`src/rtl/cbmf_pkg.sv`:
```
package cbmf_pkg;
    localparam int MAX_COLS   = 1024;
    localparam int MAX_ROWS   = 4096;
    localparam int MAX_RADIUS = 7;
    localparam int STORE_DEPTH = (2 * MAX_RADIUS + 1) * MAX_COLS;
    localparam int AW = $clog2(STORE_DEPTH);
    localparam int RW = $clog2(MAX_ROWS);
    localparam int CW = $clog2(MAX_COLS);
    localparam int DW = 16;
    localparam int SUMW = 24;   // 225 * 65535 fits in 24 bits
    localparam int NUMW = SUMW + 4;
    localparam int QW = 20;

    localparam logic [1:0] REG_ROWS   = 2'd0;
    localparam logic [1:0] REG_COLS   = 2'd1;
    localparam logic [1:0] REG_RADIUS = 2'd2;

    localparam logic CMD_PUSH  = 1'b0;
    localparam logic CMD_FLUSH = 1'b1;
endpackage

```
`src/rtl/cbmf_div.sv`:
```
// Restoring divider, one quotient bit per cycle
module cbmf_div
    import cbmf_pkg::*;
(
    input  logic            clk,
    input  logic            rst_n,
    input  logic            start,
    input  logic [NUMW-1:0] num,
    input  logic [7:0]      den,
    output logic            done,
    output logic [QW-1:0]   quo
);
    logic [NUMW-1:0] q_reg, q_next;
    logic [8:0]      rem_reg, rem_next;
    logic [7:0]      den_reg, den_next;
    logic [4:0]      cnt_reg, cnt_next;
    logic            busy_reg, busy_next;
    logic            done_reg, done_next;
    logic [9:0]      trial;

    always_comb
    begin
        q_next = q_reg;
        rem_next = rem_reg;
        den_next = den_reg;
        cnt_next = cnt_reg;
        busy_next = busy_reg;
        done_next = 1'b0;
        trial = '0;
        if (start)
        begin
            q_next = num;
            rem_next = '0;
            den_next = den;
            cnt_next = 5'(NUMW - 1);
            busy_next = 1'b1;
        end
        else if (busy_reg)
        begin
            trial = {rem_reg, q_reg[NUMW-1]};
            q_next = {q_reg[NUMW-2:0], 1'b0};
            if (trial >= {2'b0, den_reg})
            begin
                rem_next = 9'(trial - {2'b0, den_reg});
                q_next[0] = 1'b1;
            end
            else
            begin
                rem_next = trial[8:0];
            end
            cnt_next = cnt_reg - 5'd1;
            if (cnt_reg == '0)
            begin
                busy_next = 1'b0;
                done_next = 1'b1;
            end
        end
    end

    always_ff @(posedge clk or negedge rst_n)
    begin
        if (!rst_n)
        begin
            busy_reg <= 1'b0;
            done_reg <= 1'b0;
            cnt_reg <= '0;
        end
        else
        begin
            busy_reg <= busy_next;
            done_reg <= done_next;
            cnt_reg <= cnt_next;
        end
    end

    always_ff @(posedge clk)
    begin
        q_reg <= q_next;
        rem_reg <= rem_next;
        den_reg <= den_next;
    end

    assign done = done_reg;
    assign quo = q_reg[QW-1:0];
endmodule

```
`config.mk`:
```
export PLATFORM = sky130hd
export DESIGN_NAME = cbmf_div
export DESIGN_NICKNAME = d
export VERILOG_FILES = /design/src/rtl/cbmf_pkg.sv /design/src/rtl/cbmf_div.sv
export SDC_FILE = /design/constraint.sdc
export NUM_CORES = 1
export LEC_CHECK = 0
export BUFFER_PORTS_ARGS = -buffer_cell sky130_fd_sc_hd__buf_2
export CAP_MARGIN = 25
export CORE_MARGIN = 4
export CORE_UTILIZATION = 35
export CTS_CLUSTER_DIAMETER = 50
export DETAILED_ROUTE_END_ITERATION = 16
export HOLD_SLACK_MARGIN = 0.08
export PLACE_DENSITY_LB_ADDON = 0.25
export REMOVE_ABC_BUFFERS = 1
export SLEW_MARGIN = 20
export SYNTH_ARGS = -nofsm -noshare
export SYNTH_HDL_FRONTEND = slang
export SYNTH_SLANG_ARGS = --single-unit
```
`constraint.sdc`:
```
create_clock -name clk -period 3.8 [get_ports clk]
set_input_delay 0.19 -clock clk [delete_from_list [all_inputs] [get_ports clk]]
set_output_delay 0.19 -clock clk [all_outputs]
set_load 0.05 [all_outputs]
```
=== After elaboration in Yosys (flattened, before gate mapping) ===
Index checks and enable logic that the tools add are counted.
Widths: inputs -> output; s select.

* Bits in latches: 0
* Word-level logic and storage cells: 23
* Memories kept: 0
* Flip-flop bits (word level): 52
* ROM bits: 0
* RAM bits: 0
* Output and inout bits: 21
* Input bits: 39

* $lt $le $gt $ge: 1
* Equal/unequal tests: 0
* Bitwise logic cells: 0
* Multiplexer cells: 12
* $mul: 0
* $add $sub $neg: 2
* Reductions and logical operators: 2
* Div/mod/pow operators: 0
* Shift-type cells: 0

{| class="wikitable"
|+ Operators by type and width
! operator !! count
|-
| $mux 28 || 2
|-
| $ge 10x8->1 || 1
|-
| $mux 5 || 2
|-
| $mux 9 || 1
|-
| $sub 9x8->9 || 1
|-
| $mux 1 || 7
|-
| $logic_not 5->1 || 1
|-
| $sub 5x1->5 const B || 1
|-
| $reduce_bool 2->1 || 1
|}

=== Logic depth before layout (Yosys ltp) ===
Gate-level depths: netlist (run 1).

* Depth after elaboration: 4
* Depth in mapped cells: 10
* Mapped depth without buffers: 9

=== Worst setup path after synthesis (run 1) ===
No wires, ideal clock.

* Path kind: register to register
* From: register q_reg[27]
* To: register rem_reg[0]
* Period minus slack after synthesis: 2.166 ns
* Library setup time: 0.088 ns
* Setup slack: 1.634 ns
* Buffers on the path: 1
* Arrival: 2.078 ns
* Stages on the path, launching flop included: 11
* Data required time: 3.712 ns
* Path through: edfxtp_1 inv_1 ha_1 inv_1 fa_1 nand3_1 a21oi_1 nor4b_4 buf_6 nand2_4 a311oi_2

* Cells in the longest elaborated chain, start to end: 2
* Elaborated cells on any way between the ends: 3
* Those cells by class: add/sub (1); order compare (1); mux (1)

{| class="wikitable"
|+ Ends and longest elaborated chain
! element !! line !! RTL
|-
| start: declaration || cbmf_div.sv:13 || <nowiki>logic [NUMW-1:0] q_reg, q_next;</nowiki>
|-
| start signal: assignment || cbmf_div.sv:78 || <nowiki>q_reg <= q_next;</nowiki>
|-
| $sub 9x8->9 or $ge 10x8->1 (tied branches) || cbmf_div.sv:44, cbmf_div.sv:42 ||
|-
| $mux 9 * || cbmf_div.sv:42 || <nowiki>if (trial >= {2'b0, den_reg})</nowiki>
|-
| end signal: assignment || cbmf_div.sv:79 || <nowiki>rem_reg <= rem_next;</nowiki>
|-
| end: declaration || cbmf_div.sv:14 || <nowiki>logic [8:0] rem_reg, rem_next;</nowiki>
|}

Every way passes the cells marked *; elsewhere a longest branch is shown, timed or not.
A chain may end at the register's enable or synchronous reset.

=== Final worst setup path (run 1) ===
* From: register q_reg[27]
* To: register rem_reg[1]

Same word-level chain as after synthesis.

==> results by group, run 1 <==
STA
  – RSZ-0062 raised after global routing: no
  – Final setup TNS: 0 ps
  – Slew Limit Fails: 0
  – Tcrit/Tclk final: 70.45%
  – Relative slew slack: 41.19%
  – Tmin final: 2677 ps
  – Fmax: between 300 and 400 MHz
  – Fin. Hold Viols: 0
  – Skew final: 8.969 ps
  – Worst Tran Pin Value: 878.4 ps
  – Final setup viols: 0

Place
  – IO buf count: 59
  – DP Area: 3012 um^2
  – Placed Cells: between 300 and 400
  – Gpl congestion: 0.7613
  – HPWL Detailed: 3538 um

Final layout
  – Layout Cells excl Fill: 374
  – Diode count: 0
  – Fin nets: between 300 and 400
  – Ratio of cells with drive above 1 in the final layout: about two fifths
  – Commonest non-fill, non-tap cell in the layout: buf_2
  – Layout area overhead: 16.52%
  – Max FFs per register: 28
  – Commonest cells after routing, fill and taps aside: 59 x buf_2, 36 x edfxtp_1, 28 x mux2_2
  – Fillcell total: 754
  – Post-layout util: 41.80%
  – Fin area: about 3200 um^2

Route
  – WL met3: 313 um
  – Met2 WL post-DR: 2260 um
  – Routed len/inst: 13.44 um
  – Pre-antenna DRT Iters: 4
  – Vias: 1750
  – Top sig layer: met5
  – Residual DRC count: 0
  – Total wire length: 5028 um
  – Antenna Violating Nets Remaining: 0
  – Via-to-Cell Ratio: 4.679
  – 1st-iter DRT viols: 51
  – Met1 wire length: 2382 um

Logic synthesis
  – Number of flops mapped to enable cells by yosys: 36
  – Synth Area per Inst: 12.48 um^2
  – Synth async-reset ratio: 13.46%
  – Post-Syn Instances: 221
  – Sequential element share of the synthesized area: 52.09%
  – Post-synth cell types: 45
  – Synthesized flop and latch total: between 50 and 60
  – Synth warnings: 0
  – Synth Flop Type: edfxtp_1
  – Post-Syn Area: 2758 um^2

CTS
  – H-Tree Depth: 2
  – Clock sinks: 52
  – Clock Latency Late Sink: roughly 310 ps
  – CTS tree: yes
  – CTS max path bufs: 2
  – Post-CTS Setup Bufs: 0
  – Inserted Clock Buffers: 5
  – Clock Tree Root: clkbuf_8
  – Clock transition at path regs: 100 ps

Global route
  – Initial antenna violation count: 1
  – Vias in the first global route: roughly 1800
  – Overflow after GRT: 0
  – First-pass GRT wire length: 8611 um
  – Largest net degree at the start of global routing: 48
  – Overall Global Routing Usage: 11.25%

Die
  – Top Ports: 60
  – Die H: slightly below 100 um
  – Initial Utilization: a little over a third
  – Core Region: 7687 um^2
  – Die area: 9363 um^2
  – Row count: 32
  – Die W: between 90 and 100 um

Setup path
  – Worst setup path category: reg -> reg
  – Critical Path Fanout Max: 13
  – Endpoint type of the worst setup path: flop
  – Crit path from: q_reg[27]
  – Crit path to: rem_reg[1]
  – Reg2reg path depth: 9
  – R2r endpoint: rem_reg[1]
  – CP Launch Type: flop
  – Crit path required time: between 4000 and 5000 ps
  – R2R Path Start: q_reg[27]
  – Flop2flop setup slack: 1120 ps
  – Crit path arrival time: about 2900 ps

Status
  – Outcome: complete, no violations

Power
  – Total Power: 1.801 mW
  – Leakage: 1.354 nW
  – PD cells: around 560 nW/um^2
  – Max VDD drop: 0.2062 mV

Worst hold path
  – Worst Hold Class: in -> reg

Job
  – # Max-Cap Violations: 0
[metrics by stage]
step	worst slack, ps	hold slack [ps]
floorplan	1432	-105.6
global placement	1209	34.63
detailed placement	1112	37.24
CTS	1105	166.9
global route	882.8	151.9
finish	1123	172.9
[synthesized netlist by cell type (2+ instances only)]
master | instances | share of area [%]
a211oi_1 | 3 | 0.82
a21oi_1 | 7 | 1.3
a32oi_1 | 2 | 0.64
buf_4 | 20 | 5.4
buf_6 | 2 | 0.82
clkbuf_1 | 4 | 0.54
dfrtp_1 | 7 | 6.4
dfxtp_1 | 9 | 6.5
edfxtp_1 | 36 | 39
ha_1 | 10 | 4.5
inv_1 | 16 | 2.2
mux2_2 | 28 | 11
mux2i_1 | 5 | 1.8
nand2_1 | 11 | 1.5
nand2b_1 | 6 | 1.4
nand3_1 | 4 | 0.73
nand3b_1 | 2 | 0.54
nor2_1 | 8 | 1.1
nor2b_1 | 2 | 0.45
nor3_1 | 2 | 0.36
nor4b_1 | 3 | 0.95
o21ai_0 | 2 | 0.36
o21ai_1 | 3 | 0.54
xnor2_1 | 5 | 1.6
xor2_1 | 4 | 1.3
[routing by layer]
layer  GRT usage [%]  vias to the layer above
li1                -                      876
met1           14.91                      818
met2           17.04                       46
met3           4.686                        8
met4           2.916                        2
met5               0                        -
[area by class of cell]
cell class | instances | area, um^2 | area share [%]
flip-flops and latches | 52 | 1436 | 44.70
multi-input cells | 126 | 1070 | 33.29
repair buffers | 70 | 407.9 | 12.69
well taps | 102 | 127.6 | 3.972
clock buffers | 5 | 68.82 | 2.142
inverters | 16 | 60.06 | 1.869
clock inverters | 3 | 42.54 | 1.324
[kinds of logic after synthesis]
group | Yosys count | synth area share (%)
XOR/XNOR | 9 | 2.858
flip-flops | 52 | 52.09
buffers and inverters | 43 | 9.119
adder cells (fa/ha/maj) | 11 | 5.263
multiplexers | 33 | 13.25
AND/OR/NAND/NOR | 45 | 9.755
AO/OA/AOI/OAI | 28 | 7.668
[worst min-delay path by stage]
stage / depth (start not counted) / slack (ps) / endpoint / startpoint
final: 2 / 170 / q_reg[26] / num[26]
after global routing: 2 / 150 / q_reg[17] / num[17]
after CTS: 2 / 170 / q_reg[26] / num[26]
after detailed placement: 1 / 40 / done / rst_n
after global placement: 1 / 30 / cnt_reg[2] / rst_n
after floorplan: 0 / -110 / busy_reg / rst_n
[report_power, final]
group	leakage [nW]	internal, mW	total (mW)	switching (mW)
clock	0.0558	0.196	0.387	0.192
combinational	0.774	0.271	0.657	0.385
sequential	0.525	0.701	0.757	0.0558
[repair_timing]
action,CTS,global route
gates resized for setup,0,0
hold buffers,9,0
endpoints found under the hold margin,15,0
[critical path: stages (launching register included)]
cell	delay (ps)
edfxtp_1	440
inv_1	80
ha_1	160
inv_1	60
fa_1	420
nand3_1	110
a21oi_1	130
nor4b_4	800
mux2i_1	160
a211oi_1	240
Power figures use the tool's default switching activity.
==> inputs of run 2 (changes only) <==
- ABC_AREA: not set -> 1
- clock period: 3.8 -> 2.5 ns (I/O delays scaled with it)
==> results by group, run 2 <==
Die
  – Top Ports: 60 (unchanged)
  – Die H: 97.77 um (+1.0%)
  – Die W: 97.77 um (+1.0%)
  – Row count: 32 (unchanged)
  – Core Region: 7767 um^2 (+1.0%)
  – Initial Utilization: 36.31% (+0.44 points)
  – Die area: 9558 um^2 (+2.1%)

Place
  – HPWL Detailed: 4323 um (+22%)
  – DP Area: 3092 um^2 (+2.7%)
  – IO buf count: 59 (unchanged)
  – Gpl congestion: 0.8177 (+7.4%)

Global route
  – Overall Global Routing Usage: 12.95% (+1.7 points)
  – Largest net degree at the start of global routing: 33 (-31%)
  – Overflow after GRT: 0 (unchanged)
  – Vias in the first global route: 2240 (+25%)
  – First-pass GRT wire length: 10230 um (+19%)
  – Initial antenna violation count: 0 (-1)

Final layout
  – Fin nets: 446 (+39%)
  – Commonest cells after routing, fill and taps aside: 138 x nand2_1, 59 x buf_2, 41 x inv_1
  – Max FFs per register: 28 (unchanged)
  – Fin area: 3379 um^2 (+5.2%)
  – Ratio of cells with drive above 1 in the final layout: 20.65% (-18 points)
  – Layout area overhead: 19.83%
  – Commonest non-fill, non-tap cell in the layout: nand2_1
  – Diode count: 0 (unchanged)
  – Fillcell total: 787 (+4.4%)
  – Footprint of the multi-input gates: 1045 um^2 (-2.3%)
  – Sequential Area: 1436 um^2 (unchanged)

Logic synthesis
  – Synth top area share: 38.33% (-0.87 points)
  – Synth Flop Type: edfxtp_1
  – Post-synthesis adder-cell area fraction: 5.146% (-0.12 points)
  – Sequential element share of the synthesized area: 50.93% (-1.2 points)
  – Post-Syn Instances: 335 (+52%)
  – Post-synth cell types: 27 (-40%)
  – Synthesized flop and latch total: 52 (unchanged)
  – Xor/xnor share of the synthesized area: 0.9317% (-1.9 points)
  – Synth top cells by count: 138 x nand2_1, 41 x inv_1, 36 x edfxtp_1, 23 x nand3_1, 20 x buf_4
  – Largest family of logic cells by synthesized area: simple AND/OR/NAND/NOR gates
  – Area share of and/or/nand/nor cells after synthesis: 27.51% (+18 points)
  – Post-synthesis mux area share: 0% (-13 points)
  – Top post-synthesis cells by area: edfxtp_1 38%, nand2_1 18%, dfxtp_1 6.4%
  – Top-count cell post-synth: nand2_1
  – Synth async-reset ratio: 13.46% (unchanged)
  – Number of flops mapped to enable cells by yosys: 36 (unchanged)
  – Synth warnings: 0 (unchanged)
  – Post-synthesis compound-gate area fraction: 3.461% (-4.2 points)
  – Synth Area per Inst: 8.419 um^2 (-33%)
  – Post-Syn Area: 2820 um^2 (+2.3%)
  – Cell accounting for the most synthesized area: edfxtp_1

STA
  – Slew Limit Fails: 0 (unchanged)
  – RSZ-0062 raised after global routing: no
  – Skew final: 9.192 ps (+0.2234 ps)
  – Worst Tran Pin Value: 620.2 ps (-258.2 ps)
  – Fmax: 496.1 MHz (+33%)
  – Final setup TNS: 0 ps (unchanged)
  – Final setup viols: 0 (unchanged)
  – Fin. Hold Viols: 0 (unchanged)
  – Tcrit/Tclk final: 80.63% (+10 points)
  – Tmin final: 2016 ps (-661.4 ps)
  – Relative slew slack: 58.61% (+17 points)

Power
  – Leakage: 1.740 nW (+29%)
  – Max VDD drop: 0.4398 mV (+110%)
  – PD cells: 819.5 nW/um^2 (+46%)

Worst hold path
  – Worst Hold Class: in -> reg

CTS
  – Inserted Clock Buffers: 5 (unchanged)
  – Clock Tree Root: clkbuf_8
  – Clock transition at path regs: 100 ps (about the same)
  – Post-CTS Setup Bufs: 0 (unchanged)
  – Clock sinks: 52 (unchanged)
  – H-Tree Depth: 2 (unchanged)
  – Clock Latency Late Sink: 300 ps (about the same)
  – Post-cts sizing count: 0 (unchanged)
  – CTS tree: yes
  – Cts hold-fix bufs: 19 (+10)
  – CTS max path bufs: 2 (unchanged)

Route
  – Routed len/inst: 11.90 um (-12%)
  – Antenna Violating Nets Remaining: 0 (unchanged)
  – Residual DRC count: 0 (unchanged)
  – Vias: 2220 (+27%)
  – Pre-antenna DRT Iters: 4 (unchanged)
  – Via-to-Cell Ratio: 4.449 (-4.9%)
  – Total wire length: 5936 um (+18%)
  – 1st-iter DRT viols: 128 (+150%)

Setup path
  – CP Launch Type: flop
  – Worst-path cell chain: inv_1 -> ha_1 -> inv_1 -> fa_1 -> nand3_1 -> nand3_1 -> nand2_2 -> nand2_2 -> nor2_8 -> a31oi_1
  – Worst setup path category: reg -> reg
  – Endpoint type of the worst setup path: flop
  – Delay-heaviest family, CP: simple AND/OR/NAND/NOR gates
  – Critical path's largest stage delay: 420 ps (-380 ps)
  – Slowest CP cell: fa_1
  – Critical Path Fanout Max: 10 (-3)
  – CP Buf/Inv Count: 2 (unchanged)
  – Crit path arrival time: 2060 ps (-840 ps)
  – Crit path required time: 2550 ps (-1480 ps)

Job
  – # Max-Cap Violations: 0 (unchanged)

Status
  – Outcome: complete, no violations
[run 2: cell types whose count changed after synthesis, moves of 4 or more]
cell      previous run  this run
xor2_1               4         0
nand2_1             11       138
nand2_2              0         4
nand2b_1             6         0
mux2_2              28         0
mux2i_1              5         0
inv_1               16        41
nand3_1              4        23
[run 2: cell families after synthesis]
| kind of cell | count (synthesis) |
|---|---|
| AND/OR/NAND/NOR | 184 |
| XOR/XNOR | 3 |
| flip-flops | 52 |
| AO/OA/AOI/OAI | 15 |
| adder cells (fa/ha/maj) | 11 |
| buffers and inverters | 70 |
[run 2: final cells by class]
class | count | share of cell area [%]
repair buffers | 82 | 15.25
multi-input cells | 213 | 30.91
clock buffers | 6 | 2.444
inverters | 42 | 4.665
flip-flops and latches | 52 | 42.50
well taps | 102 | 3.776
clock inverters | 2 | 0.4443
[run 2: layer usage]
layer | up-vias | global-route usage [%] | routed length (um)
met5 | - | 0 | 0
met3 | 5 | 4.357 | 451
li1 | 1155 | - | -
met4 | 0 | 3.514 | 69
met1 | 996 | 17.30 | 2797
met2 | 64 | 20.19 | 2617
[run 2: path summary, 6_finish.rpt]
check | from | to | slack [ps] | cells after the start
worst max-delay path | q_reg[27] | q_reg[0] | 480 | 10
max in group asynchronous | rst_n | busy_reg | 2180 | 2
worst max register to register | q_reg[27] | q_reg[0] | 480 | 10
worst min register to register | rem_reg[6] | rem_reg[6] | 490 | 2
worst min-delay path | num[9] | q_reg[9] | 90 | 3
min in group asynchronous | rst_n | cnt_reg[4] | 170 | 2
[run 2: tightest hold or removal path, cell delays in order]
cell and delay (ps):
buf_2 70, nand2_1 40, nand2_1 50
[run 2: where the power goes]
part	total, mW	internal [mW]	leakage [nW]	switching, mW
sequential	1.16	1.06	0.535	0.100
clock	0.508	0.225	0.0434	0.283
combinational	1.10	0.393	1.16	0.708
[run 2: per-stage QoR]
stage / hold slack (ps) / utilization, % / power, mW / setup slack [ps] / cells
after CTS: 80.63 / 43.51 / 2.796 / 463.9 / 499
final: 88.92 / 43.51 / 2.769 / 484.2 / 499
after global placement: -32.21 / 39.80 / 2.243 / 530.7 / 472
after detailed placement: -34.04 / 39.80 / 2.255 / 480.2 / 472
after global routing: 82.72 / 43.51 / 2.985 / 224.3 / 499
after floorplan: -170.6 / - / 1.995 / 637.9 / 307
